`src/hdl/psoc_pkg.sv`:
```
// ----------------------------------------------------------------------------
// psoc_pkg: shared types and constants
// Action codes, register map, reset values and parameter defaults for the
// periodic sphere occupancy counter.
// ----------------------------------------------------------------------------
`default_nettype none

package psoc_pkg;

    localparam int MAX_SPHERES_DEF = 256;
    localparam int COORD_BITS_DEF  = 16;

    localparam int POS_W    = 16;
    localparam int BOX_W    = 17;
    localparam int RAD_W    = 32;
    localparam int NUSE_W   = 9;
    localparam int IDX_W    = 8;
    localparam int ACT_W    = 2;
    localparam int HIT_W    = 9;
    localparam int CNT_W    = 32;
    localparam int SQSUM_W  = 64;
    localparam int FOLD_W   = 17;             // folded per-axis distance
    localparam int SQ_W     = 2 * FOLD_W;     // one axis squared
    localparam int DIST_W   = SQ_W + 2;       // sum of three squares
    localparam int APB_AW   = 4;
    localparam int APB_DW   = 32;

    localparam logic [ACT_W-1:0] ACT_LOAD  = 2'd0;
    localparam logic [ACT_W-1:0] ACT_OFFER = 2'd1;
    localparam logic [ACT_W-1:0] ACT_READ  = 2'd2;

    localparam logic [1:0] REG_BOX  = 2'd0;
    localparam logic [1:0] REG_RAD  = 2'd1;
    localparam logic [1:0] REG_NUSE = 2'd2;

    localparam logic [BOX_W-1:0]  BOX_RST  = 17'd65536;
    localparam logic [RAD_W-1:0]  RAD_RST  = 32'd0;
    localparam logic [NUSE_W-1:0] NUSE_RST = 9'd256;

    typedef struct packed {
        logic [BOX_W-1:0]  box_length;
        logic [RAD_W-1:0]  radius_sq;
        logic [NUSE_W-1:0] spheres_in_use;
    } t_cfg;

    typedef struct packed {
        logic c_we;   // centre write
        logic n_we;   // count write
        logic re;     // read both at rd_addr
    } t_tbl_ctl;

endpackage

`default_nettype wire

```
`src/hdl/psoc_axis_sq.sv`:
```
// ----------------------------------------------------------------------------
// psoc_axis_sq: shared axis distance unit
// Minimum-image fold of one axis distance followed by a squarer.
// ----------------------------------------------------------------------------
`default_nettype none

module psoc_axis_sq #(
    parameter int CW = 16
) (
    input  wire logic [CW-1:0]                 i_c,
    input  wire logic [CW-1:0]                 i_p,
    input  wire logic [psoc_pkg::BOX_W-1:0]    i_box,
    output logic      [psoc_pkg::SQ_W-1:0]     o_sq
);
    import psoc_pkg::*;

    logic [CW-1:0]             d;
    logic signed [FOLD_W:0]    d_s;
    logic signed [FOLD_W:0]    e_s;
    logic signed [FOLD_W:0]    m_s;
    logic [FOLD_W:0]           m_abs;
    logic [FOLD_W-1:0]         a;

    assign d     = (i_c > i_p) ? (i_c - i_p) : (i_p - i_c);
    assign d_s   = $signed((FOLD_W + 1)'(d));
    assign e_s   = $signed({1'b0, i_box}) - d_s;
    // e can go negative when the coordinates sit beyond the box
    assign m_s   = (d_s > e_s) ? e_s : d_s;
    assign m_abs = m_s[FOLD_W] ? (FOLD_W + 1)'(-m_s) : (FOLD_W + 1)'(m_s);
    assign a     = m_abs[FOLD_W-1:0];
    assign o_sq  = SQ_W'(a) * SQ_W'(a);

endmodule

`default_nettype wire

```
`config.mk`:
```
export PLATFORM = sky130hd
export DESIGN_NAME = psoc_axis_sq
export DESIGN_NICKNAME = d
export VERILOG_FILES = /design/src/hdl/psoc_pkg.sv /design/src/hdl/psoc_axis_sq.sv
export SDC_FILE = /design/constraint.sdc
export NUM_CORES = 1
export LEC_CHECK = 0
export ABC_AREA = 1
export BUFFER_PORTS_ARGS = -buffer_cell sky130_fd_sc_hd__buf_2
export CAP_MARGIN = 10
export CORE_ASPECT_RATIO = 1.25
export CORE_MARGIN = 2
export CORE_UTILIZATION = 60
export DETAILED_ROUTE_END_ITERATION = 10
export GPL_TIMING_DRIVEN = 0
export PLACE_DENSITY = 0.79
export RECOVER_POWER = 25
export SYNTH_ARGS = -nofsm -noshare
export SYNTH_HDL_FRONTEND = slang
export SYNTH_SLANG_ARGS = --single-unit
```
`constraint.sdc`:
```
create_clock -name vclk -period 25.2
set_clock_uncertainty 0.2 [all_clocks]
set_input_delay 5.04 -clock vclk [all_inputs]
set_output_delay 5.04 -clock vclk [all_outputs]
set_load 0.03 [all_outputs]
```
# Yosys cells after proc, flatten, opt, wreduce, memory -nomap -nowiden
# Index checks and enable logic that the tools add are counted.
# word_totals
regBits	0
latchBits	0
ram_bits	0
rom_bits	0
in_bits	49
out_inout_bits	34
word_cells	10
memories	0
# op_classes
add_sub_neg	4
mul	1
div	0
order_cmp	2
eq_ne	0
shifts	0
mux	3
bitwise	0
n_reduce_logical	0
# op_table
cell	count
17-bit by 17-bit multiplier with 34-bit output	1
16-bit subtractor	2
17-bit by 18-bit greater-than comparator with 1-bit output	1
18-bit 2-to-1 mux	1
17-bit by 16-bit subtractor with 18-bit output	1
17-bit 2-to-1 mux	1
17-bit negation	1
16-bit greater-than comparator	1
16-bit 2-to-1 mux	1

# Depth between registers and ports, before layout
# Gate-level depths: netlist of run 1.
# logic_depth
depth_word	8
depth_mapped	78

# Least setup slack after synthesis of run 1
# Ideal clock, no wire load.
# synth_path
kind	input -> output
start	input port i_c[0]
end	output port o_sq[31] in the netlist's numbering
arrival_ps	16090
t_required_ps	19960
slack_ps	3870
path_stages	69
n_path_buf	3
path_cell_list	inv_1 > ha_1 > inv_1 > fa_1 > nand3_1 > nand3_1 > nand2_1 > nand2_1 > nand2_1 > nand2_4 > nand2_4 > buf_6 > clkinv_1 > or2_2 > o21ai_0 > inv_1 > fa_1 > inv_1 > (+33 left out) > fa_1 > inv_1 > ha_1 > nand2_1 > inv_1 > nand4_1 > nand2_1 > inv_1 > o21bai_1 > inv_1 > o21ai_0 > a21oi_1 > o21ai_0 > nand3_1 > nand2_1 > inv_1 > o21ai_0 > xor2_1
# synth_between
elab_chain_cells	8
# synth_lines
element	line_no	text
start, declared	psoc_axis_sq.sv:10	input wire logic [CW-1:0] i_c,
16-bit subtractor or 16-bit greater-than comparator (tied branches)	psoc_axis_sq.sv:24	assign d = (i_c > i_p) ? (i_c - i_p) : (i_p - i_c);
16-bit 2-to-1 mux (*)	psoc_axis_sq.sv:24	
17-bit by 16-bit subtractor with 18-bit output	psoc_axis_sq.sv:26	assign e_s = $signed({1'b0, i_box}) - d_s;
17-bit by 18-bit greater-than comparator with 1-bit output	psoc_axis_sq.sv:28	assign m_s = (d_s > e_s) ? e_s : d_s;
18-bit 2-to-1 mux (*)	psoc_axis_sq.sv:28	
17-bit negation	psoc_axis_sq.sv:29	assign m_abs = m_s[FOLD_W] ? (FOLD_W + 1)'(-m_s) : (FOLD_W + 1)'(m_s);
17-bit 2-to-1 mux (*)	psoc_axis_sq.sv:29	
17-bit by 17-bit multiplier with 34-bit output (*)	psoc_axis_sq.sv:31	assign o_sq = SQ_W'(a) * SQ_W'(a);
end, declared	psoc_axis_sq.sv:13	output logic [psoc_pkg::SQ_W-1:0] o_sq
# Mark *: on every way between the ends. The rest lies on a longest branch, timed or not.

# Worst setup path after layout of run 1
# Ends and elaborated chain as after synthesis.

==> impl_metrics.py, run 1 <==
metrics = {
    "outcome": {
        "outcome": "completed",
    },
    "yosys": {
        "synth_cells": 1529,
        "synthMuxAreaShare_pct": 0,
        "synth_top_family_by_area": "adder cells",
        "synth-simple-area-share_pct": 19.8,
        "ys_warn_count": 0,
        "synthAdderAreaFrac_pct": 51.2,
        "synth.cell_area_um2": 11500,
        "ys_seq_area_share_pct": 0,
        "avgSynthCellArea_um2": 7.55,
        "ys_types": 53,
        "synth_xor_area_share_pct": 5.92,
        "synth_compound_area_share_pct": 7.45,
    },
    "final_layout": {
        "clkbuf_count": 0,
        "nets": 2024,
        "finalNonFillerCells": 1849,
        "syn2layout_area_growth_pct": 6.08,
        "nFlopsAndLatches": 0,
        "drive_above_1_share_pct": 12.1,
        "diodes": 0,
        "regArea_um2": 0,
        "fill_cells": 1702,
    },
    "routing": {
        "drt-initial-drc-count": 348,
        "wl_mm": 24.9,
        "detail_route.drc_violations": 0,
        "drtAntennaViolNets": 0,
        "vias": 9616,
        "vias_per_cell": 5.20,
        "first_pass_iters": 7,
        "wl_per_cell_um": 13.5,
    },
    "grt": {
        "track_usage_pct": 26.1,
        "grt_antenna_before_repair": 0,
        "grt_pass1_wl_mm": 44.3,
        "grt_pass1_vias": 10300,
        "gr-total-overflow": 0,
        "grt_max_degree": 11,
    },
    "worst_setup_path": {
        "crit_slowest_cell": "fa_1",
        "critPathLaunchType": "input port",
        "crit_top_cell": "nand2_1",
        "critPathCaptureType": "primary output",
        "critPathMaxStageDelay_ps": 540,
        "crit_arrival_ps": 18260,
        "setup.worst_path.class": "in -> out",
        "cp.required_ps": 19960,
        "cp_max_fo": 10,
    },
    "place": {
        "place_ws_ps": 1890,
        "place_inst": 1849,
        "place.gp.congestion": 0.909,
        "post-dp-hpwl_mm": 22.6,
        "numPortBuffers": 82,
    },
    "die": {
        "io_pins": 83,
        "rows": 56,
        "fp.dieW_um": 128,
        "floorplan.initialDensity_pct": 61.4,
        "dieArea_um2": 20400,
        "core_area_um2": 18800,
        "fp.dieH_um": 159,
    },
    "timing": {
        "timing.setup.tns_ps": 0,
        "max_slew_margin_pct": 60.6,
        "timing.final.hold_violations": 0,
        "finalSetupViolations": 0,
        "maxSlewViolCount": 0,
        "max_freq_mhz": 42.5,
        "worstMarginPinSlew_ps": 588,
        "min_period_ps": 23500,
        "rsz0062_at_grt": "no",
        "period_share_pct": 93.3,
        "whs_ps": 10840,
        "layout_setup_ws_ps": 1700,
    },
    "cts": {
        "cts_hold_buf": 0,
        "cts_setup_buffers": 0,
        "post_cts_resized": 0,
    },
    "run": {
        "cap_violations": 0,
    },
    "worst_hold_path": {
        "worstHoldPathType": "in -> out",
    },
}
[logic make-up (layout without fill, tap and decap cells)]
logic type	Yosys count	after routing
fa+ha+maj	356	356
simple gates	499	499
buf+inv	459	541
xor+xnor	69	69
other cells	2	8
compound gates	144	144
[area by class of cell]
cell class	instances	area [um^2]	share of cell area, %
inverters	436	1640	13.4
multi-input cells	1076	9750	79.7
repair buffers	82	405	3.31
plain buffers	23	150	1.23
well taps	232	290	2.37
[layout by cell type (no fill, tap or decap), types with 26 or more instances in the layout]
cell type  Yosys  final
inv_2         33     33
inv_1        399    399
buf_2          7     84
xor2_1        45     45
o21ai_0       26     26
nand3_1       69     69
ha_1         162    162
nand2_1      276    278
nor2_1        75     75
fa_1         194    194
a21oi_1       70     70
[per-layer routing]
layer	up-vias	global-route usage (%)	share of wire [%]
met5	-	0	0
met4	0	5.74	2.4
met3	55	0.840	3.6
met2	243	51.2	54
met1	4559	31.1	40
li1	4759	-	-
[worst max-delay path, delay by kind of cell]
kind            cells  cell delay (ps)
simple gates       33             4420
xor+xnor            3              650
buf+inv            16             1590
fa+ha+maj          11             4570
compound gates      8             1950
[worst paths after layout]
path | from | slack [ps] | cells after the start | end
setup / recovery | i_c[0] | 1700 | 71 | o_sq[31]
hold / removal | i_box[1] | 10840 | 7 | o_sq[2]
[synthesized netlist by cell type, types with 2 or more instances]
| cell | count | area share, % |
|---|---|---|
| conb_1 | 2 | 0.065 |
| nor3_2 | 2 | 0.17 |
| clkinv_1 | 3 | 0.098 |
| xor2_4 | 3 | 0.72 |
| buf_4 | 7 | 0.46 |
| nand3_1 | 69 | 3.0 |
| o221a_2 | 3 | 0.29 |
| nand4_1 | 10 | 0.54 |
| a21boi_0 | 3 | 0.20 |
| nand2_1 | 276 | 9.0 |
| nand3_4 | 3 | 0.46 |
| a21oi_1 | 70 | 3.0 |
| ha_1 | 162 | 18 |
| o21bai_1 | 3 | 0.20 |
| o221ai_1 | 5 | 0.38 |
| a31oi_1 | 3 | 0.16 |
| nor3_1 | 8 | 0.35 |
| xnor2_1 | 18 | 1.4 |
| o21ai_1 | 3 | 0.13 |
| a21o_1 | 6 | 0.39 |
| nor4_1 | 2 | 0.11 |
| o211ai_1 | 5 | 0.33 |
| nand3_2 | 4 | 0.35 |
| a211oi_1 | 4 | 0.26 |
| o31ai_1 | 2 | 0.13 |
| fa_1 | 194 | 34 |
| o21a_1 | 4 | 0.26 |
| nand2_2 | 22 | 1.2 |
| xor2_1 | 45 | 3.4 |
| inv_2 | 33 | 1.1 |
| o21ai_2 | 2 | 0.15 |
| buf_2 | 7 | 0.30 |
| inv_1 | 399 | 13 |
| buf_6 | 4 | 0.39 |
| nor2_2 | 9 | 0.49 |
| nand2_4 | 13 | 1.3 |
| o21ai_0 | 26 | 1.1 |
| xor2_2 | 2 | 0.28 |
| nor2_1 | 75 | 2.4 |
| clkbuf_1 | 5 | 0.16 |
[metrics by stage]
| stage | util (%) | instance area, um^2 |
|---|---|---|
| 3_3_place_gp | 65.3 | 12300 |
| 5_1_grt | 65.2 | 12200 |
| 4_1_cts | 65.3 | 12300 |
| 2_1_floorplan | - | 11600 |
| 3_5_place_dp | 65.3 | 12300 |
| 6_report | 65.2 | 12200 |
Power of run 1 is not shown: default switching activity piles up to over one toggle a cycle in this logic, so the estimate is an artifact.
==> run 2: changes to the inputs <==
--- a/config.mk
+++ b/config.mk
@@ -8,8 +8,6 @@
 export ABC_AREA = 1
 export BUFFER_PORTS_ARGS = -buffer_cell sky130_fd_sc_hd__buf_2
 export CAP_MARGIN = 10
-export CORE_ASPECT_RATIO = 1.25
-export CORE_MARGIN = 2
 export CORE_UTILIZATION = 60
 export DETAILED_ROUTE_END_ITERATION = 10
 export GPL_TIMING_DRIVEN = 0
==> run 2 against run 1 <==
Against the previous run:
- utilization about the same
- non-clock buffer count is the same
- sequential cell count unchanged
- critical path depth is 12 lower
- sequential share of layout area stayed put
- via count grew 0.69%
- worst setup slack lost 210 ps
- first-iteration DRC count up 48%
- design area about the same
- routed wire length increased by 0.65%
- count of clock-buffer cells in the layout unchanged
- highest routed layer unchanged
==> impl_metrics.py, run 2 (same netlist as run 1, synthesis figures left out) <==
metrics = {
    "routing": {
        "drt-initial-drc-count": 516,
        "vias_per_cell": 5.23,
        "wl_mm": 25.0,
        "first_pass_iters": 6,
        "vias": 9682,
        "drtAntennaViolNets": 0,
        "detail_route.drc_violations": 0,
        "wl_per_cell_um": 13.5,
    },
    "timing": {
        "timing.setup.tns_ps": 0,
        "worstMarginPinSlew_ps": 1030,
        "rsz0062_at_grt": "no",
        "timing.final.hold_violations": 0,
        "whs_ps": 10770,
        "maxSlewViolCount": 0,
        "max_slew_margin_pct": 31.0,
        "finalSetupViolations": 0,
        "min_period_ps": 23710,
        "max_freq_mhz": 42.2,
        "period_share_pct": 94.1,
    },
    "die": {
        "fp.dieH_um": 141,
        "io_pins": 83,
        "fp.dieW_um": 141,
        "core_area_um2": 18800,
        "rows": 50,
        "floorplan.initialDensity_pct": 61.5,
        "dieArea_um2": 19800,
    },
    "worst_setup_path": {
        "cp_max_fo": 10,
        "critPathLaunchType": "input port",
        "critPathCaptureType": "primary output",
        "crit_arrival_ps": 18470,
        "crit_slowest_cell": "xor2_1",
        "crit_top_cell": "nand2_1",
        "cp.required_ps": 19960,
        "critPathMaxStageDelay_ps": 810,
        "setup.worst_path.class": "in -> out",
    },
    "final_layout": {
        "multiInputGateArea_um2": 9740,
        "mostFrequentLayoutCells": "399 x inv_1, 277 x nand2_1, 194 x fa_1",
        "finalNonFillerCells": 1851,
        "syn2layout_area_growth_pct": 6.01,
        "clkbuf_count": 0,
        "utilization_pct": 65.2,
        "diodes": 0,
        "drive_above_1_share_pct": 12.1,
        "fill_cells": 1659,
        "regArea_um2": 0,
        "nets": 2024,
        "layout_commonest_cell": "inv_1",
        "nFlopsAndLatches": 0,
    },
    "place": {
        "place_inst": 1851,
        "place.gp.congestion": 0.905,
        "post-dp-hpwl_mm": 22.4,
        "numPortBuffers": 82,
    },
    "outcome": {
        "outcome": "completed",
    },
    "grt": {
        "track_usage_pct": 26.8,
        "grt_pass1_wl_mm": 43.7,
        "grt_pass1_vias": 10100,
        "gr-total-overflow": 0,
        "grt_max_degree": 11,
        "grt_antenna_before_repair": 0,
    },
    "cts": {
        "post_cts_resized": 0,
        "cts_hold_buf": 0,
        "cts_setup_buffers": 0,
    },
    "run": {
        "cap_violations": 0,
    },
    "worst_hold_path": {
        "worstHoldPathType": "in -> out",
    },
}
## run 2: cell counts in the layout (fill, tap and decap cells not counted)
No cell type changed its count.
## run 2: cell type report
cell class                      instances  share of cell area (%)
Tap cell                              234                    2.39
Inverter                              436                    13.4
Timing Repair Buffer                   82                    3.31
Buffer                                 23                    1.23
Multi-Input combinational cell       1076                    79.6
## run 2: final timing paths
check	slack (ps)	from	end	depth (start not counted)
worst max-delay path	1490	i_c[0]	o_sq[31]	59
worst min-delay path	10770	i_box[1]	o_sq[2]	7
## run 2: critical path: cells and delay by family
kind | cells | cell delay, ps
XOR/XNOR | 4 | 1450
adder cells (fa/ha/maj) | 11 | 4720
AND/OR/NAND/NOR | 24 | 3530
buffers and inverters | 11 | 1680
AO/OA/AOI/OAI | 9 | 2020
## run 2: per-layer routing
| layer | track usage, % | routed length, um |
|---|---|---|
| met5 | 0 | 0 |
| met4 | 5.15 | 484 |
| met1 | 33.5 | 10700 |
| met3 | 1.70 | 1140 |
| met2 | 50.7 | 12800 |
## run 2: stage by stage
step | setup WS (ps) | area (um^2)
after floorplan | 3870 | 11600
after global routing | 414 | 12200
final | 1490 | 12200
after CTS | 1890 | 12300
after global placement | 2130 | 12300
after detailed placement | 1940 | 12300
Power of run 2 is left out for the same reason.
==> run 3: changes to the inputs <==
--- a/config.mk
+++ b/config.mk
@@ -10,7 +10,6 @@
 export CAP_MARGIN = 10
 export CORE_UTILIZATION = 60
 export DETAILED_ROUTE_END_ITERATION = 10
-export GPL_TIMING_DRIVEN = 0
 export PLACE_DENSITY = 0.79
 export RECOVER_POWER = 25
 export SYNTH_ARGS = -nofsm -noshare
==> run 3 against run 2 <==
Against the previous run:
- maximum frequency fell by 1.0%
- via count fell by 0.33%
- global-route usage increased by 0.11 points
- sequential cell count unchanged
- first-iteration DRC count is 12% higher
- count of clock-buffer cells in the layout unchanged
- critical path depth is 10 higher
- design area is 0.94% lower
- die area is the same
- utilization is 0.61 points lower
- routed wire length grew 0.29%
==> impl_metrics.py, run 3 (same netlist as run 1, synthesis figures left out) <==
metrics = {
    "outcome": {
        "outcome": "completed",
    },
    "timing": {
        "min_period_ps": 23950,
        "max_slew_margin_pct": 62.6,
        "finalSetupViolations": 0,
        "period_share_pct": 95.0,
        "max_freq_mhz": 41.8,
        "maxSlewViolCount": 0,
        "timing.setup.tns_ps": 0,
        "rsz0062_at_grt": "no",
        "timing.final.hold_violations": 0,
        "worstMarginPinSlew_ps": 554,
    },
    "routing": {
        "first_pass_iters": 6,
        "wl_per_cell_um": 13.7,
        "wl_mm": 25.1,
        "detail_route.drc_violations": 0,
        "vias": 9650,
        "drtAntennaViolNets": 0,
        "vias_per_cell": 5.27,
        "drt-initial-drc-count": 578,
    },
    "grt": {
        "grt_pass1_wl_mm": 44.2,
        "grt_max_degree": 23,
        "grt_antenna_before_repair": 0,
        "gr-total-overflow": 0,
        "grt_pass1_vias": 10100,
        "track_usage_pct": 26.9,
    },
    "worst_setup_path": {
        "cp_max_fo": 22,
        "setup.worst_path.class": "in -> out",
        "critPathBufInv": 16,
        "critPathCaptureType": "primary output",
        "cp_top_family": "simple AND/OR/NAND/NOR gates",
        "critPathLaunchType": "input port",
        "critPathMaxStageDelay_ps": 530,
        "crit_top_cell": "nand2_1",
        "cp.required_ps": 19960,
        "crit_slowest_cell": "fa_1",
        "crit_arrival_ps": 18710,
    },
    "worst_hold_path": {
        "worstHoldPathType": "in -> out",
    },
    "cts": {
        "cts_setup_buffers": 0,
        "cts_hold_buf": 0,
        "post_cts_resized": 0,
    },
    "final_layout": {
        "clkbuf_count": 0,
        "syn2layout_area_growth_pct": 5.01,
        "regArea_um2": 0,
        "fill_cells": 1660,
        "mostFrequentLayoutCells": "399 x inv_1, 277 x nand2_1, 194 x fa_1",
        "nFlopsAndLatches": 0,
        "final_cell_area_um2": 12100,
        "nets": 2003,
        "diodes": 0,
        "layout_commonest_cell": "inv_1",
        "drive_above_1_share_pct": 11.5,
    },
    "die": {
        "io_pins": 83,
        "rows": 50,
        "dieArea_um2": 19800,
        "core_area_um2": 18800,
        "fp.dieH_um": 141,
        "floorplan.initialDensity_pct": 61.5,
        "fp.dieW_um": 141,
    },
    "run": {
        "cap_violations": 0,
    },
    "place": {
        "place.gp.congestion": 0.918,
        "numPortBuffers": 82,
        "post-dp-hpwl_mm": 22.5,
        "placed_cell_area_um2": 12100,
    },
}
-- run 3: per-layer routing --
metal | track usage, % | vias up | part of all wire, %
li1 | - | 4725 | -
met1 | 33.7 | 4638 | 43
met2 | 51.7 | 253 | 52
met3 | 1.09 | 34 | 4.0
met4 | 4.41 | 0 | 1.4
met5 | 0 | - | 0
-- run 3: path summary, 6_finish.rpt --
| check | from | end | slack (ps) | cells past startpoint |
|---|---|---|---|---|
| max | i_c[0] | o_sq[31] | 1250 | 69 |
| min | i_box[1] | o_sq[2] | 10790 | 7 |
-- run 3: cell type report --
type                            count  area, um^2  share of cell area (%)
Inverter                          436        1640                    13.5
Multi-Input combinational cell   1076        9760                    80.6
Tap cell                          234         293                    2.42
Timing Repair Buffer               84         422                    3.48
-- run 3: through the flow --
stage	setup WS (ps)	util, %	hold WS [ps]	std cells
global route	213	64.6	10850	1830
global placement	1950	64.6	10810	1830
detailed placement	1490	64.6	10790	1830
finish	1250	64.6	10790	1830
CTS	1490	64.6	10800	1830
floorplan	3870	-	10510	1535
Power of run 3 is left out for the same reason.
