--- config.mk ---
export PLATFORM = sky130hd
export DESIGN_NAME = psoc_apb_regs
export DESIGN_NICKNAME = d
export VERILOG_FILES = /design/src/hdl/psoc_pkg.sv /design/src/hdl/psoc_apb_regs.sv
export SDC_FILE = /design/constraint.sdc
export NUM_CORES = 1
export LEC_CHECK = 0
export BUFFER_PORTS_ARGS = -buffer_cell sky130_fd_sc_hd__buf_2
export CAP_MARGIN = 20
export CORE_MARGIN = 5
export CORE_UTILIZATION = 35
export CTS_BUF_LIST = sky130_fd_sc_hd__clkbuf_4 sky130_fd_sc_hd__clkbuf_8
export DETAILED_ROUTE_END_ITERATION = 8
export SLEW_MARGIN = 20
export SYNTH_ARGS = -nofsm -noshare
export SYNTH_HDL_FRONTEND = slang
export SYNTH_SLANG_ARGS = --single-unit
--- constraint.sdc ---
create_clock -name i_clk -period 1.3 [get_ports i_clk]
set_input_delay 0.26 -clock i_clk [delete_from_list [all_inputs] [get_ports i_clk]]
set_output_delay 0.26 -clock i_clk [all_outputs]
set_load 0.02 [all_outputs]
--- src/hdl/psoc_pkg.sv ---
// ----------------------------------------------------------------------------
// psoc_pkg: shared types and constants
// Action codes, register map, reset values and parameter defaults for the
// periodic sphere occupancy counter.
// ----------------------------------------------------------------------------
`default_nettype none

package psoc_pkg;

    localparam int MAX_SPHERES_DEF = 256;
    localparam int COORD_BITS_DEF  = 16;

    localparam int POS_W    = 16;
    localparam int BOX_W    = 17;
    localparam int RAD_W    = 32;
    localparam int NUSE_W   = 9;
    localparam int IDX_W    = 8;
    localparam int ACT_W    = 2;
    localparam int HIT_W    = 9;
    localparam int CNT_W    = 32;
    localparam int SQSUM_W  = 64;
    localparam int FOLD_W   = 17;             // folded per-axis distance
    localparam int SQ_W     = 2 * FOLD_W;     // one axis squared
    localparam int DIST_W   = SQ_W + 2;       // sum of three squares
    localparam int APB_AW   = 4;
    localparam int APB_DW   = 32;

    localparam logic [ACT_W-1:0] ACT_LOAD  = 2'd0;
    localparam logic [ACT_W-1:0] ACT_OFFER = 2'd1;
    localparam logic [ACT_W-1:0] ACT_READ  = 2'd2;

    localparam logic [1:0] REG_BOX  = 2'd0;
    localparam logic [1:0] REG_RAD  = 2'd1;
    localparam logic [1:0] REG_NUSE = 2'd2;

    localparam logic [BOX_W-1:0]  BOX_RST  = 17'd65536;
    localparam logic [RAD_W-1:0]  RAD_RST  = 32'd0;
    localparam logic [NUSE_W-1:0] NUSE_RST = 9'd256;

    typedef struct packed {
        logic [BOX_W-1:0]  box_length;
        logic [RAD_W-1:0]  radius_sq;
        logic [NUSE_W-1:0] spheres_in_use;
    } t_cfg;

    typedef struct packed {
        logic c_we;   // centre write
        logic n_we;   // count write
        logic re;     // read both at rd_addr
    } t_tbl_ctl;

endpackage

`default_nettype wire

--- src/hdl/psoc_apb_regs.sv ---
// ----------------------------------------------------------------------------
// psoc_apb_regs: configuration registers
// APB-style register file for box length, radius squared and spheres in use.
// ----------------------------------------------------------------------------
`default_nettype none

module psoc_apb_regs (
    input  wire logic                          i_clk,
    input  wire logic                          i_rst_n,
    input  wire logic                          psel,
    input  wire logic                          penable,
    input  wire logic                          pwrite,
    input  wire logic [psoc_pkg::APB_AW-1:0]   paddr,
    input  wire logic [psoc_pkg::APB_DW-1:0]   pwdata,
    output logic      [psoc_pkg::APB_DW-1:0]   prdata,
    output logic                               pready,
    output psoc_pkg::t_cfg                     o_cfg
);
    import psoc_pkg::*;

    t_cfg       r_cfg;
    logic       wr_en;
    logic [1:0] reg_sel;

    assign reg_sel = paddr[3:2];
    assign wr_en   = psel && penable && pwrite;
    assign pready  = 1'b1;
    assign o_cfg   = r_cfg;

    always_ff @(posedge i_clk) begin
        if (!i_rst_n) begin
            r_cfg.box_length     <= BOX_RST;
            r_cfg.radius_sq      <= RAD_RST;
            r_cfg.spheres_in_use <= NUSE_RST;
        end else if (wr_en) begin
            case (reg_sel)
                REG_BOX:  r_cfg.box_length     <= pwdata[BOX_W-1:0];
                REG_RAD:  r_cfg.radius_sq      <= pwdata[RAD_W-1:0];
                REG_NUSE: r_cfg.spheres_in_use <= pwdata[NUSE_W-1:0];
                default: ;
            endcase
        end
    end

    always_comb begin
        case (reg_sel)
            REG_BOX:  prdata = APB_DW'(r_cfg.box_length);
            REG_RAD:  prdata = APB_DW'(r_cfg.radius_sq);
            REG_NUSE: prdata = APB_DW'(r_cfg.spheres_in_use);
            default:  prdata = '0;
        endcase
    end

endmodule

`default_nettype wire

After elaboration in Yosys (flattened, before gate mapping)

Cells that the tools add are included.

Register bits: 58
Input port bits: 41
Output and inout port bits: 91
Logic and storage cells: 12

Equal/unequal tests: 2
Multiplexer cells: 1
Reduce and logical (&&, ||, !) cells: 6

Operator list:

| kind                                                             | count |
|---|---|
| 32-bit case mux with 3 select lines                              | 1 |
| 2-bit AND reduction                                              | 3 |
| 2-bit by 1-bit == test with 1-bit output (second input constant) | 1 |
| 2-bit == test (second input constant)                            | 1 |
| 1-bit logical AND                                                | 2 |
| 2-bit zero test                                                  | 1 |

Depth between registers and ports, before layout

Gate-level depths: netlist (run 1).

Depth in word-level cells: 3
Mapped depth: 5
Mapped depth without buffers: 3

Worst setup path before layout (run 1)

No wires, ideal clock.

Path type: input-to-output
From: input paddr[2] (netlist name)
To: output prdata[5] (netlist name)
Arrival: 1.285 ns
Required time: 1.040 ns
Setup slack: -0.245 ns
Cell stages on the path: 4
Cell sequence: buf_2 > buf_4 > mux2i_1 > o21ai_0

Longest elaborated chain between the ends: 2
Elaborated cells on any way between the ends: 4
Classes of those cells: eq/ne (2); mux (1); reduce/logical (1)

RTL lines:

| what                                  | RTL line            | RTL |
|---|---|---|
| start, declared                       | psoc_apb_regs.sv:13 | `input wire logic [psoc_pkg::APB_AW-1:0] paddr,` |
| 2-bit == test (tied with other cells) | psoc_apb_regs.sv:46 | `case (reg_sel)` |
| 32-bit case mux with 3 select lines * | psoc_apb_regs.sv:46 |  |
| end, declared                         | psoc_apb_regs.sv:15 | `output logic [psoc_pkg::APB_DW-1:0] prdata,` |

Every way passes the cells marked *; elsewhere a longest branch is shown, timed or not.

Final worst setup path (run 1)

From: register r_cfg (netlist bit o_cfg[17])
To: output prdata[8] (netlist name)

Longest elaborated chain between the ends: 1

RTL lines:

| what                                | RTL line            | RTL |
|---|---|---|
| start, declared                     | psoc_apb_regs.sv:21 | `t_cfg r_cfg;` |
| 32-bit case mux with 3 select lines | psoc_apb_regs.sv:46 |  |

No other way between the ends.

==> results.toml, run 1 <==
[die]
row_count = 31
start_util_pct = 36.1
fp.dieH_um = 97.0
die_x_um = 97.0
io_pins = 132
die_area_um2 = 9410
core_region_area_um2 = 7330

[power]
p_switching_mw = 0.915
power_density_nw_per_um2 = 1010
p_seq_share_pct = 46.0
p_leak_nw = 1.96
p_clk_share_pct = 43.6
p_int_mw = 3.04
swShare_pct = 23.1
comb_power_share_pct = 10.3
ir_drop_v = 0.000464

[yosys]
synthDistinctLibCells = 21
seq_area_frac_synth_pct = 43.8
syn-num-nets = 339
ys_ff_latch = 58
synthSimpleGateAreaFrac_pct = 20.3
synth_fa_ha_area_share_pct = 0
syn_area_per_cell_um2 = 8.89
yosysTopAreaCell = "dfxtp_1"
ys_top_cells_by_area = "dfxtp_1 44%, mux2i_1 28%, nand2_1 14%"
synth_top_area_share_pct = 43.8
synth_top_family_by_area = "multiplexers"
netlist_instances = 298
synth_compound_area_share_pct = 2.55
synth.cell_area_um2 = 2650
ys.warnings.count = 0
synth_xor_area_share_pct = 0
yosys-mux-area-fraction_pct = 27.6

[final_layout]
final_core_util_pct = 53.6
multi_input_area_um2 = 1380
seq_area_um2 = 1200
largest_register_ffs = 58
drive_gt1_share_pct = 48.3
fill_cells = 706
syn2layout_area_growth_pct = 48.2
finalNetCount = 477
diodes = 0

[timing]
setup_violations = 2
maxSlewViolCount = 0
hold_viol_final = 0
post-route-min-period_ns = 1.31
fin_skew_ns = 0
fin_tns_setup_ns = -0.0110
layout_setup_ws_ns = -0.00931
fmax_mhz = 764
finalCritPeriodShare_pct = 101
grt_setup_unrepaired = "true"

[setup_path]
required_ns = 1.04
cp-start-kind = "register"
path_class = "register to output pin"
cp_slowest_stage_delay_ns = 0.34
crit_arrival_ns = 1.05
worst_r2r_endpoint = "o_cfg[20]"
critPathCaptureType = "output pin"
r2r_slack_ns = 0.60
crit_start = "o_cfg[17]"
crit_chain = "mux2i_1 -> o21ai_1 -> buf_4"
ff2ff_path_depth = 3
critical_path.max_fanout = 3
endpoint = "prdata[8]"
r2r_start = "o_cfg[20]"
slowest_stage = "dfxtp_2"

[clocking]
insertion_delay_ns = 0.32
cts_buffer_depth = 2
htreeDepth = 3
cts_sinks = 58
cts_made_buffers = 9
clkTransAtPathRegs_ns = 0.06
cts_tree = "built"
cts_hold_buf = 0
cts_root_buf = "clkbuf_8"

[routing]
wl_per_cell_um = 13.8
drt_iter0_drc = 76
vias_per_cell = 4.55
drc = 0
firstDrtPassIters = 4
via_count = 2458
ant_nets = 0
totalWireLength_um = 7460

[grt]
use_met2_pct = 25.4
met1_usage_pct = 19.4
grt_usage_pct = 15.8
met3_usage_pct = 6.19
grt-ovfl-total = 0
antenna_found_initial = 0
grt_pass1_vias = 2452
grt_max_degree = 49
grt_pass1_wl_um = 12100
grt_busiest_layer = "met2"

[min_path]
hold_path_class = "input port to register"

[placed_design]
detailed_place_hpwl_um = 5310
portBuffers = 128
place_congestion = 0.768

[status]
status = "finished, violations left"
violations = "setup timing"

[job]
max_cap_viol_count = 0
stage by stage:
step	instances	total power [mW]	instance area [µm²]	setup WS (ns)	hold slack (ns)
3_3_place_gp	518	2.24	3520	-0.0828	0.450
5_1_grt	540	4.14	3930	-0.106	0.161
3_5_place_dp	518	2.25	3520	-0.0923	0.459
2_1_floorplan	298	2.07	2670	-0.0521	0.402
4_1_cts	537	4.00	3830	-0.0591	0.153
6_report	540	3.95	3930	-0.00931	0.171
metal layers:
layer / vias up / routed length (µm)
met2: 99 / 3430
met5: - / 0
met1: 1108 / 3360
met4: 0 / 53
li1: 1247 / -
met3: 4 / 615
worst max-delay path: cells and delay by family (launching register included):
family	cells	cell delay (ns)
flops	1	0.34
buf+inv	1	0.17
compound gates	1	0.16
mux	1	0.06
power groups by stage:
stage	Clock, mW	Combinational, mW	Sequential, mW
3_3_place_gp	0	0.388	1.86
5_1_grt	1.87	0.444	1.82
2_1_floorplan	0	0.187	1.88
6_report	1.72	0.409	1.82
4_1_cts	1.78	0.405	1.82
3_5_place_dp	0	0.391	1.86
final cells by class:
| cell class | instances | share of cell area [%] |
|---|---|---|
| clock buffer | 14 | 4.43 |
| clock inverter | 2 | 0.892 |
| inverter | 2 | 0.191 |
| multi-input combinational | 214 | 35.2 |
| sequential | 58 | 30.6 |
| tap | 99 | 3.15 |
| timing repair buffer | 151 | 25.5 |
layout by cell type, fill, tap and decap left out:
cell type	Yosys	final
buf_2	4	108
nand2_1	97	97
mux2i_1	73	71
dfxtp_2	0	33
dfxtp_1	58	25
buf_4	6	25
and2_1	17	16
clkbuf_8	0	11
buf_6	1	10
o21ai_1	0	8
buf_12	1	8
nor2_2	0	7
clkbuf_4	0	3
nor2b_4	0	2
mux2i_2	0	2
nand3_1	2	2
inv_1	2	2
o211ai_1	2	2
nor2_1	8	1
o21ai_2	0	1
or3_1	1	1
and3_1	1	1
and2_2	0	1
o31ai_1	1	1
conb_1	1	1
bufinv_16	0	1
clkinv_2	0	1
repair_timing:
action	4_1_cts	5_1_grt
buffers inserted	4	3
resized for setup	40	31
pin swaps	1	8
endpoints found under the setup margin	30	32
gates cloned	0	0
kinds of logic after synthesis:
group           Yosys count
flops                    58
mux                      73
simple gates            128
other cells               1
buf+inv                  26
compound gates           12
how the worst min path moves through the flow:
stage,startpoint,to,slack (ns),depth (start not counted)
finish,pwdata[23],o_cfg[32],0.17,3
global route,pwdata[30],o_cfg[39],0.16,3
CTS,pwdata[23],o_cfg[32],0.15,3
detailed placement,o_cfg[26],o_cfg[26],0.46,2
global placement,o_cfg[32],o_cfg[32],0.45,2
floorplan,pwdata[17],o_cfg[26],0.40,2
cell usage after synthesis:
library cell  number
o211ai_1           2
nor2b_1            1
buf_4              6
o31ai_1            1
buf_2              4
and2_1            17
clkbuf_1          11
dfxtp_1           58
mux2i_1           73
buf_1              1
buf_6              1
inv_1              2
nand2_1           97
nor2b_2            1
nor2_1             8
buf_12             1
o21ai_0            9
or3_1              1
and3_1             1
conb_1             1
nand3_1            2
No activity file was read; power rests on OpenSTA's default activity.
==> run 2, diff against run 1 <==
--- a/config.mk
+++ b/config.mk
@@ -10,5 +10,6 @@
 export CORE_MARGIN = 5
-export CORE_UTILIZATION = 35
+export CORE_UTILIZATION = 47
 export CTS_BUF_LIST = sky130_fd_sc_hd__clkbuf_4 sky130_fd_sc_hd__clkbuf_8
 export DETAILED_ROUTE_END_ITERATION = 8
+export PLACE_DENSITY = 0.82
 export SLEW_MARGIN = 20
--- a/constraint.sdc
+++ b/constraint.sdc
@@ -3,2 +3,2 @@
 set_output_delay 0.26 -clock i_clk [all_outputs]
-set_load 0.02 [all_outputs]
+set_load 0.1 [all_outputs]
==> results.toml, run 2 <==
[status]
status = "aborted with a tool error"
stop_stage = "clock tree synthesis (4_1_cts)"
tool.error = "[ERROR DPL-0038] Utilization greater than 100%, impossible to legalize"

[yosys]
netlist_instances = 298
async_reset_ff_share_pct = 0
synth.cell_area_um2 = 2650
ys_top_cells_by_area = "dfxtp_1 44%, mux2i_1 28%, nand2_1 14%"
syn_area_per_cell_um2 = 8.89
yosysTopAreaCell = "dfxtp_1"
seq_area_frac_synth_pct = 43.8
ys_ff_latch = 58
synthDistinctLibCells = 21
synth_most_common_cell = "nand2_1"
synth_common_cells = "97 x nand2_1, 73 x mux2i_1, 58 x dfxtp_1, 17 x and2_1, 11 x clkbuf_1"
synthFlopType = "dfxtp_1"
synth-edff-count = 0
ys.warnings.count = 0
synth_top_area_share_pct = 43.8
syn-num-nets = 339

[die]
start_util_pct = 48.1
fp.dieH_um = 85.1
row_count = 27
die_x_um = 85.1
io_pins = 132

[placed_design]
detailed_place_hpwl_um = 9360
place_ws_ns = -0.310
portBuffers = 128
place_congestion = 0.744

[clocking]
cts_root_buf = "clkbuf_8"
cts_hold_buf = 0
cts_resized = 44
htreeDepth = 3
cts_made_buffers = 9
cts_buffer_depth = 2
cts_sinks = 58
cts_setup_buffers = 31
[run 2: cell counts after synthesis]
No cell type changed its count.
[run 2: logic make-up after synthesis]
group	after synthesis	synth area share [%]
AO/OA/AOI/OAI	12	2.55
buffers and inverters	26	5.62
flip-flops	58	43.8
multiplexers	73	27.6
other	1	0.142
AND/OR/NAND/NOR	128	20.3
[run 2: stage by stage]
stage	area, µm²	cells	TNS [ns]
after detailed placement	5270	494	-13.98
after floorplan	3110	298	-3.41
after global placement	5270	494	-5.20
==> run 3, diff against run 2 <==
Settings changed: CORE_UTILIZATION 47 to 35, CTS_BUF_LIST sky130_fd_sc_hd__clkbuf_4 sky130_fd_sc_hd__clkbuf_8 to not set, PLACE_DENSITY 0.82 to not set, PLACE_DENSITY_LB_ADDON set to 0.15.
==> results.toml, run 3 (synthesis results as in run 1) <==
[min_path]
worstHoldEndpoint = "o_cfg[30]"
min_path_cells = 3
hold_path_class = "input port to register"
hp-start = "pwdata[21]"

[setup_path]
cp_slowest_stage_delay_ns = 0.36
r2r_start = "o_cfg[14]"
ff2ff_path_depth = 4
slowest_stage = "dfxtp_4"
crit_arrival_ns = 1.12
critical_path.max_fanout = 2
r2r_slack_ns = 0.49
critPathCaptureType = "output pin"
critPathBufInv = 1
cp-start-kind = "register"
worst_r2r_endpoint = "o_cfg[14]"
crit_chain = "mux2i_4 -> o21ai_4 -> buf_12"
critical-path-top-delay-family = "flip-flops"
path_class = "register to output pin"
required_ns = 1.04

[clocking]
clkTransAtPathRegs_ns = 0.07
cts_root_buf = "clkbuf_8"
insertion_delay_ns = 0.33
cts_buffer_depth = 2
htreeDepth = 3
cts_made_buffers = 9
cts_hold_buf = 0
cts_tree = "built"
cts_sinks = 58

[routing]
ant_nets = 0
firstDrtPassIters = 4
wl_per_cell_um = 17.4
via_count = 2760
vias_per_cell = 4.82
totalWireLength_um = 9990
drc = 0
drt_iter0_drc = 79

[grt]
grt_pass1_vias = 3090
use_met2_pct = 39.3
grt_usage_pct = 21.6
grt_pass1_wl_um = 16300
grt-ovfl-total = 0
antenna_found_initial = 0
met1_usage_pct = 22.9
grt_busiest_layer = "met2"
met3_usage_pct = 6.69
grt_max_degree = 61

[final_layout]
syn2layout_area_growth_pct = 128
final_cell_mix = "101 x buf_12, 97 x nand2_1, 56 x mux2i_1, 49 x dfxtp_4, 41 x buf_4"
final_core_util_pct = 82.5
drive_gt1_share_pct = 65.2
diodes = 0
finalNetCount = 511
largest_register_ffs = 58
final_common_cell = "buf_12"
design_area_um2 = 6040

[die]
start_util_pct = 36.1
row_count = 31
core_region_area_um2 = 7330
die_x_um = 97.0
fp.dieH_um = 97.0
io_pins = 132
die_area_um2 = 9410

[timing]
hold_slack_ns = 0.159
maxSlewViolCount = 0
grt_setup_unrepaired = "true"
hold_viol_final = 0
layout_setup_ws_ns = -0.0751
post-route-min-period_ns = 1.38
finalCritPeriodShare_pct = 106
setup_violations = 33
fin_skew_ns = 0
fmax_mhz = 727

[placed_design]
place_congestion = 0.726
detailed_place_hpwl_um = 6730
portBuffers = 128
place_area_um2 = 5290

[status]
violations = "setup timing"
status = "finished, violations left"

[power]
power_density_nw_per_um2 = 676
ir_drop_v = 0.000530
p_leak_nw = 2.45

[job]
max_cap_viol_count = 0
==> run 3: timing repair <==
item                       CTS  global route
gates cloned                 2             0
buffers inserted            35             3
setup endpoints to repair   32            32
gates resized for setup     39             4
pin swaps                   17            15
==> run 3: layout make-up <==
class / count / area (µm²)
well taps: 99 / 124
clock buffers: 12 / 155
flip-flops and latches: 58 / 1360
clock inverters: 3 / 15.0
inverters: 2 / 7.51
fillers: 408 / 1290
multi-input cells: 214 / 1770
repair buffers: 185 / 2620
==> run 3: power breakdown <==
| group | leakage [nW] | internal (mW) | total [mW] | switching [mW] |
|---|---|---|---|---|
| logic | 1.85 | 0.360 | 0.876 | 0.516 |
| registers | 0.510 | 1.71 | 1.74 | 0.0285 |
| clock network | 0.0920 | 0.776 | 1.47 | 0.691 |
==> run 3: how the worst max path moves through the flow <==
stage / from / cells past startpoint / slack [ns] / end
finish: o_cfg[13] / 3 / -0.08 / prdata[4]
global route: o_cfg[14] / 3 / -0.12 / prdata[5]
detailed placement: paddr[2] / 5 / -0.19 / prdata[4]
global placement: paddr[2] / 5 / -0.13 / prdata[8]
CTS: o_cfg[42] / 3 / -0.1 / prdata[1]
floorplan: o_cfg[12] / 2 / -0.25 / prdata[3]
==> run 3: routing by layer <==
metal	wire [µm]	share of wire, %	vias up
li1	-	-	1326
met1	3740	37	1323
met2	5360	54	94
met3	663	6.6	17
met4	229	2.3	0
met5	0	0	-
==> run 3: metrics by stage <==
step | instances | power, mW | setup slack, ns | TNS [ns]
final | 573 | 4.08 | -0.0751 | -1.65
after global placement | 518 | 2.53 | -0.130 | -6.13
after detailed placement | 518 | 2.55 | -0.192 | -7.69
after floorplan | 298 | 2.25 | -0.249 | -3.41
after CTS | 570 | 4.11 | -0.0979 | -1.81
after global routing | 573 | 4.26 | -0.117 | -2.66
==> run 3: worst reg2reg max path: cells and delay by family (launching register included) <==
| kind | cells | cell delay, ns |
|---|---|---|
| DFF | 1 | 0.35 |
| muxes | 1 | 0.06 |
| buffers and inverters | 2 | 0.24 |
| and+or+nand+nor | 1 | 0.05 |
==> run 4, diff against run 3 <==
Settings changed: ABC_AREA set to 1.
==> results.toml, run 4 <==
[yosys]
synth_top_family_by_area = "simple AND/OR/NAND/NOR gates"
synthSimpleGateAreaFrac_pct = 43.2
yosysTopAreaCell = "dfxtp_1"
seq_area_frac_synth_pct = 41.9
syn_area_per_cell_um2 = 6.35
syn-num-nets = 478
yosys-mux-area-fraction_pct = 0
netlist_instances = 437
synth_top_area_share_pct = 41.9
ys_ff_latch = 58
synth_fa_ha_area_share_pct = 0
ys_top_cells_by_area = "dfxtp_1 42%, nor2_1 17%, nand3_1 12%"
synthDistinctLibCells = 16
synthFlopType = "dfxtp_1"
synth_common_cells = "129 x nor2_1, 88 x nand2_1, 68 x nand3_1, 58 x dfxtp_1, 48 x inv_1"
ys.warnings.count = 0
synth_xor_area_share_pct = 0
async_reset_ff_share_pct = 0
synth-edff-count = 0
synth_compound_area_share_pct = 2.89
synth.cell_area_um2 = 2770
synth_most_common_cell = "nor2_1"

[clocking]
clkTransAtPathRegs_ns = 0.06
cts_made_buffers = 9
cts_tree = "built"
cts_buffer_depth = 2
cts_root_buf = "clkbuf_8"
cts_sinks = 58
insertion_delay_ns = 0.33
htreeDepth = 3
cts_hold_buf = 0

[min_path]
worstHoldEndpoint = "o_cfg[57]"
hp-start = "pwdata[16]"
min_path_cells = 3
hold_path_class = "input port to register"

[final_layout]
syn2layout_area_growth_pct = 123
diodes = 0
finalNetCount = 648
final_core_util_pct = 80.1
final_cell_mix = "112 x nor2_1, 101 x buf_12, 79 x nand2_1, 59 x nand3_1, 50 x dfxtp_4"
drive_gt1_share_pct = 52.9
final_common_cell = "nor2_1"
final_cells = 714
largest_register_ffs = 58

[grt]
grt-ovfl-total = 0
grt_usage_pct = 21.7
grt_max_degree = 59
antenna_found_initial = 0
grt_busiest_layer = "met2"
grt_pass1_wl_um = 17000
met3_usage_pct = 6.09
grt_pass1_vias = 3469
use_met2_pct = 37.9
met1_usage_pct = 24.2

[setup_path]
critPathBufInv = 5
required_ns = 1.04
path_class = "input port to output pin"
crit_arrival_ns = 1.17
critPathCaptureType = "output pin"
cp-start-kind = "input port"
worst_r2r_endpoint = "o_cfg[57]"
cp_slowest_stage_delay_ns = 0.17
path_common_cell = "buf_12"
critical_path.max_fanout = 5
slowest_stage = "nor2_4"
ff2ff_path_depth = 3
critical-path-top-delay-family = "buffers and inverters"
crit_chain = "buf_12 -> clkinv_8 -> nor2_4 -> buf_6 -> buf_12 -> nand2_4 -> nand3_4 -> buf_12"
r2r_start = "o_cfg[57]"
r2r_slack_ns = 0.55

[routing]
drc = 0
ant_nets = 0
via_count = 3386
wl_per_cell_um = 15.0
drt_iter0_drc = 152
vias_per_cell = 4.74
firstDrtPassIters = 5
totalWireLength_um = 10700

[die]
io_pins = 132
start_util_pct = 35.9
die_x_um = 99.0
core_region_area_um2 = 7730
fp.dieH_um = 99.0
row_count = 32
die_area_um2 = 9810

[timing]
finalCritPeriodShare_pct = 110
grt_setup_unrepaired = "true"
hold_viol_final = 0
maxSlewViolCount = 0
fin_tns_setup_ns = -1.72
setup_violations = 17
fin_skew_ns = 0
fmax_mhz = 701
layout_setup_ws_ns = -0.127
post-route-min-period_ns = 1.43

[placed_design]
detailed_place_hpwl_um = 7310
portBuffers = 128
dp_cells = 665
place_congestion = 0.760

[job]
max_cap_viol_count = 0

[power]
ir_drop_v = 0.000726
p_leak_nw = 2.81
power_density_nw_per_um2 = 727
power_mw = 4.50

[status]
violations = "setup timing"
status = "finished, violations left"
[run 4: changes by cell type after synthesis, moves of 4 or more]
cell,before,now
a22o_1,0,8
and2_1,17,0
buf_1,1,6
buf_2,4,13
clkbuf_1,11,1
inv_1,2,48
mux2i_1,73,0
nand2_1,97,88
nand3_1,2,68
nor2_1,8,129
nor2_2,0,4
o21ai_0,9,2
[run 4: layer usage]
layer / wire, µm / share of wire (%)
met1: 4020 / 38
met4: 278 / 2.6
met3: 645 / 6.0
met5: 0 / 0
met2: 5740 / 54
[run 4: worst max-delay path by stage]
stage,startpoint,end,slack [ns],depth (start not counted)
after floorplan,o_cfg[26],prdata[17],-0.03,2
after global placement,paddr[3],o_cfg[16],-0.17,8
after detailed placement,paddr[3],o_cfg[32],-0.23,8
after CTS,paddr[2],prdata[5],-0.11,8
after global routing,paddr[2],prdata[8],-0.16,8
final,paddr[2],prdata[8],-0.13,8
[run 4: area by class of cell]
class,instances,area (µm²)
multi-input combinational,303,1700
clock buffer,13,159
tap,102,128
clock inverter,3,15.0
timing repair buffer,185,2620
sequential,58,1360
fill,476,1540
inverter,50,218
[run 4: power by group]
group	switching [mW]	internal, mW	leakage [nW]
Clock	0.683	0.787	0.0932
Combinational	0.773	0.473	2.20
Sequential	0.0497	1.74	0.511
Total	1.51	3.00	2.81
[run 4: per-stage QoR]
step / hold slack (ns) / area (µm²) / setup slack, ns
6_report: 0.177 / 6190 / -0.127
3_5_place_dp: 0.508 / 5580 / -0.233
4_1_cts: 0.151 / 6000 / -0.111
2_1_floorplan: 0.386 / 3320 / -0.0347
5_1_grt: 0.179 / 6190 / -0.163
3_3_place_gp: 0.487 / 5580 / -0.168
[run 4: worst reg2reg max path, delay by kind of cell, from the launching register on]
kind	cells	cell delay, ns
AND/OR/NAND/NOR	1	0.07
buffers and inverters	1	0.14
flip-flops	1	0.35
AO/OA/AOI/OAI	1	0.07
[run 4: logic make-up after synthesis]
kind of cell | count (synthesis)
AND/OR/NAND/NOR | 291
buffers and inverters | 77
flip-flops | 58
other | 1
AO/OA/AOI/OAI | 10
[run 4: repair_timing]
| action | 4_1_cts | 5_1_grt |
|---|---|---|
| pin swaps | 10 | 16 |
| setup buffers | 14 | 20 |
| gates resized for setup | 25 | 29 |
| setup endpoints to repair | 32 | 32 |
| endpoints found under the hold margin | 0 | 0 |
| gates cloned | 3 | 0 |
